$ cat config.mk
export PLATFORM = sky130hd
export DESIGN_NAME = qpht_ram
export DESIGN_NICKNAME = d
export VERILOG_FILES = /design/src/hdl/qpht_ram.sv
export SDC_FILE = /design/constraint.sdc
export NUM_CORES = 1
export LEC_CHECK = 0
export BUFFER_PORTS_ARGS = -buffer_cell sky130_fd_sc_hd__buf_2
export CORE_MARGIN = 2
export CORE_UTILIZATION = 35
export CTS_CLUSTER_DIAMETER = 150
export CTS_CLUSTER_SIZE = 30
export DETAILED_ROUTE_END_ITERATION = 12
export GPL_TIMING_DRIVEN = 0
export PLACE_DENSITY = 0.58
export SLEW_MARGIN = 40
export SYNTH_ARGS = -nofsm -noshare
export SYNTH_HDL_FRONTEND = slang
export SYNTH_SLANG_ARGS = --single-unit
$ cat constraint.sdc
create_clock -name clk_i -period 1.7 [get_ports clk_i]
set_input_delay 0.17 -clock clk_i [delete_from_list [all_inputs] [get_ports clk_i]]
set_output_delay 0.17 -clock clk_i [all_outputs]
set_load 0.02 [all_outputs]
$ cat src/hdl/qpht_ram.sv
// Generic single-port-write, single-port-read RAM with registered read.
// No dependencies.
module qpht_ram #(
  parameter int unsigned Width = 8,
  parameter int unsigned Depth = 16
) (
  input  logic                     clk_i,
  input  logic                     we_i,
  input  logic [$clog2(Depth)-1:0] waddr_i,
  input  logic [Width-1:0]         wdata_i,
  input  logic [$clog2(Depth)-1:0] raddr_i,
  output logic [Width-1:0]         rdata_o
);

  logic [Width-1:0] mem_q [Depth];
  logic [Width-1:0] rdata_q;

  always_ff @(posedge clk_i) begin
    if (we_i) begin
      mem_q[waddr_i] <= wdata_i;
    end
    rdata_q <= mem_q[raddr_i];
  end

  assign rdata_o = rdata_q;

endmodule

======== After elaboration in Yosys (flattened, before gate mapping) ========
Memories as Yosys holds them, arrays and structs flattened. A register that Yosys moved wholly into a read port is not among the register bits.
Cells that the tools add are included.
cells by class
  divide/modulo/power cells ............... 0
  $add $sub $neg .......................... 0
  multipliers ............................. 0
  order comparisons ....................... 0
  equality and inequality tests ........... 0
  bitwise operators ....................... 0
  reduce and logical (&&, ||, !) cells .... 0
  muxes and demuxes ....................... 2
  shifts and indexed selects .............. 0
operators with widths
  kind               number
  two-way mux 1 bit  2
word-level totals
  bits in latches ......................... 0
  bits of input ports ..................... 18
  logic and storage cells ................. 3
  output and inout port bits .............. 8
  memories kept ........................... 1
  bits in read-only memories .............. 0
  register bits after elaboration ......... 0
  memory bits (writable) .................. 128
memories
  memory  depth  width  read ports  clocked after memory_dff  wr ports  RTL line  RTL
  mem_q   16     8      1           1                         1         15        logic [Width-1:0] mem_q [Depth];

======== Depth between registers and ports, before layout ========
  depth after elaboration ................. 2
  gate-level depth with buffers ........... 5
  gate-level depth less buffers ........... 3

======== Worst setup path before layout ========
OpenSTA, ideal clock, no wires.
  path kind ............................... in2reg
  from .................................... input port waddr_i[2]
  to ...................................... memory mem_q[0][0], enable pin
  data arrival time ....................... 1,280 ps
  buffers on the path ..................... 0
  required time ........................... 1,317 ps
  library setup time ...................... 383 ps
  setup slack ............................. 37 ps
  cell stages on the path ................. 2
  cell sequence ........................... or3b_2 > nor3_1
RTL lines
  what         RTL line  RTL
  from (decl)  9         input logic [$clog2(Depth)-1:0] waddr_i,
  to (decl)    15
No word-level cell before the write port.

==> impl_metrics.tcl <==
set metrics [dict create \
    reg2reg_from "mem_q[1][1]$_DFFE_PP_" \
    pin_count_of_the_biggest_net_entering_global_routing 17 \
    boundaryPins 26 \
    placed_area_sq_mm 0.00552 \
    outcome "finished, final reports clean" \
    ys_seq_area_frac 0.778 \
    critical_path_peak_fanout 1 \
    grt_antenna_before_repair 0 \
    routed-via-count 2415 \
    placeableCoreArea_sq_mm 0.0144 \
    post_synth_instance_area_sq_mm 0.00515 \
    largest_voltage_drop_on_the_vdd_net_mv 0.637 \
    post-route-drc-count 0 \
    antenna-diode-count 0 \
    fmax_mhz 662 \
    crit_path_start_kind "register" \
    cts_buffer_depth 2 \
    min_delay_worst_endpoint "mem_q[2][6]$_DFFE_PP_" \
    place.detailed.instances 437 \
    timing.setup.tns_ps 0 \
    shortest_clock_period_the_worst_path_allows_after_layout_ps 1510 \
    hold_wc_path_type "input port to register" \
    setup_repair_after_global_routing_missed_its_margin "false" \
    x_dimension_of_the_die_um 125 \
    synth.net_count 247 \
    grt_first_pass_wirelength_mm 15.3 \
    clk_transition_reported_paths_ps 60 \
    utilization_of_the_core_after_routing 0.423 \
    worst_ep_required_time_ps 1980 \
    floorplan.initialDensity 0.357 \
    port_buffers 24 \
    ctsHoldBuffers 0 \
    tightest_slew_ps 808 \
    skew_ps 5.65 \
    grt_usage 0.139 \
    setup_ws_ps 191 \
    timing.critical_path.arrival_ps 1790 \
    yosys-top-cells-area "edfxtp_1 75%, mux4_2 7.9%, mux4_1 7.1%, dfxtp_1 3.1%, a22oi_1 2.3%" \
    1st_iter_drt_viols 213 \
    synthCells 229 \
    finalNonFillerCells 468 \
    cts-resized-gates 0 \
    final_design_area_no_fill_sq_mm 0.00610 \
    placementRows 44 \
    synth.distinct_cells 19 \
    end_kind "register" \
    numCtsBuffers 17 \
    finalMaxSlewViolations 0 \
    cap_violations 0 \
    start_point_of_the_worst_min_delay_path "wdata_i[6]" \
    clockRootBuffer "clkbuf_16" \
    htree_num_levels 4 \
    fp.dieH_um 125 \
    synth.top_cell.area_share 0.747 \
    filler_cell_count 1264 \
    maxSlewHeadroom 0.458 \
    postCtsSetupRepairBufs 0 \
    antenna_nets_post_route 0 \
    critPathKind "register to register" \
    post-synth-top-area-cell "edfxtp_1" \
    reg2reg_setup_slack_ps 190 \
    holdWs_ps 170 \
    synthesis.area_per_instance_sq_um 22.5 \
    power.total_mw 7.69 \
    cts.sinks 136 \
    routed_wire_length_per_instance_um 21.5 \
    routed_wl_mm 10.1 \
    fin_crit_sh 0.888 \
    worst_r2r_endpoint "rdata_o[1]$_DFF_P_" \
    skew_pair_late_insertion_delay_ps 400 \
    power_per_unit_of_standard_cell_area_mw_per_mm2 1260 \
    number_of_detailed_route_iterations_in_the_first_pass 5 \
    syn_to_final_growth_pct 18.4 \
    ys_warn_count 0 \
    postSynthRegisterBits 136 \
    nNetsFinal 290 \
    total_leakage_power_nw 2.01 \
    routabilityCongestion 0.741 \
    first_global_vias 2401 \
    dp.final_hpwl_mm 6.51 \
    globalRouteOverflowTotal 0 \
    timing.hold.worst_path_depth 1 \
    report.final.setup_viol 0 \
    cts_tree "done" \
    drive_above_1_share 0.303 \
    design.die.area_sq_mm 0.0157 \
    final_hold_viol_count 0 \
    r2r_cells 3 \
    place_ws_ps -175 \
    vias_per_cell 5.16 \
]
metal layers:
| layer | track usage | routed length, um | up-vias |
|---|---|---|---|
| met1 | 0.200 | 4440 | 1269 |
| met4 | 0.0451 | 124 | 0 |
| met2 | 0.205 | 4950 | 76 |
| li1 | - | - | 1058 |
| met3 | 0.0389 | 567 | 12 |
| met5 | 0 | 0 | - |
layout by cell type (no fill, tap or decap):
master	synthesis	final
nand3_1	1	1
or3b_2	1	1
clkinv_1	0	5
nor2b_1	1	1
bufinv_16	0	3
nand2b_1	2	2
nand2_1	9	9
clkinvlp_4	0	2
and2b_1	1	1
mux4_1	14	14
clkinv_2	0	2
nor3_2	0	4
a22oi_1	16	16
edfxtp_1	128	128
buf_6	3	3
nor2_1	13	8
nor2_2	0	5
dfxtp_1	8	8
nand3b_1	2	2
clkbuf_16	0	17
clkbuf_1	0	2
and2_1	1	1
mux4_2	18	18
buf_4	1	1
clkdlybuf4s25_2	3	3
buf_2	3	27
cells in the mapped netlist:
| master | count |
|---|---|
| edfxtp_1 | 128 |
| mux4_2 | 18 |
| a22oi_1 | 16 |
| mux4_1 | 14 |
| nor2_1 | 13 |
| nand2_1 | 9 |
| dfxtp_1 | 8 |
| nor3_1 | 4 |
| buf_2 | 3 |
| buf_6 | 3 |
| clkdlybuf4s25_2 | 3 |
| nand2b_1 | 2 |
| nand3b_1 | 2 |
| and2_1 | 1 |
| and2b_1 | 1 |
| buf_4 | 1 |
| nand3_1 | 1 |
| nor2b_1 | 1 |
| or3b_2 | 1 |
worst max-delay path by stage:
stage,startpoint,end,slack (ps),cells after the start
4_1_cts,mem_q[1][1]$_DFFE_PP_,rdata_o[1]$_DFF_P_,210,3
3_3_place_gp,waddr_i[2],mem_q[0][1]$_DFFE_PP_,-570,3
6_report,mem_q[1][1]$_DFFE_PP_,rdata_o[1]$_DFF_P_,190,3
2_1_floorplan,waddr_i[2],mem_q[0][0]$_DFFE_PP_,40,2
5_1_grt,mem_q[0][0]$_DFFE_PP_,rdata_o[0]$_DFF_P_,110,3
3_5_place_dp,waddr_i[2],mem_q[3][1]$_DFFE_PP_,-170,3
state kept, by name, summed over array words and instances, names as in the netlist:
register  cells
mem_q       128
rdata_o       8
critical path, cell delays in order, from the launching register on:
cell and delay [ps]:
edfxtp_1 340, mux4_1 550, a22oi_1 380, nand2_1 110
cell families (layout without fill, tap and decap cells):
logic type | Yosys count | in the layout | share of synthesized area
buf+inv | 10 | 65 | 0.0168
simple gates | 35 | 35 | 0.0318
flops | 136 | 136 | 0.778
compound gates | 16 | 16 | 0.0233
mux | 32 | 32 | 0.150
layout make-up:
type / instances / area [sq um] / area share
Buffer: 10 / 86.3 / 0.0142
Sequential cell: 136 / 4000 / 0.657
Tap cell: 184 / 230 / 0.0378
Clock inverter: 12 / 134 / 0.0220
Timing Repair Buffer: 24 / 120 / 0.0197
Multi-Input combinational cell: 83 / 1090 / 0.179
Clock buffer: 19 / 433 / 0.0710
power by group:
part / switching (mW) / internal, mW / leakage [nW] / total, mW
Combinational: 0.241 / 0.150 / 0.519 / 0.390
Clock: 1.27 / 2.26 / 0.270 / 3.53
Sequential: 0.0159 / 3.75 / 1.22 / 3.77
Total: 1.53 / 6.16 / 2.01 / 7.69
Power figures use the tool's default switching activity.
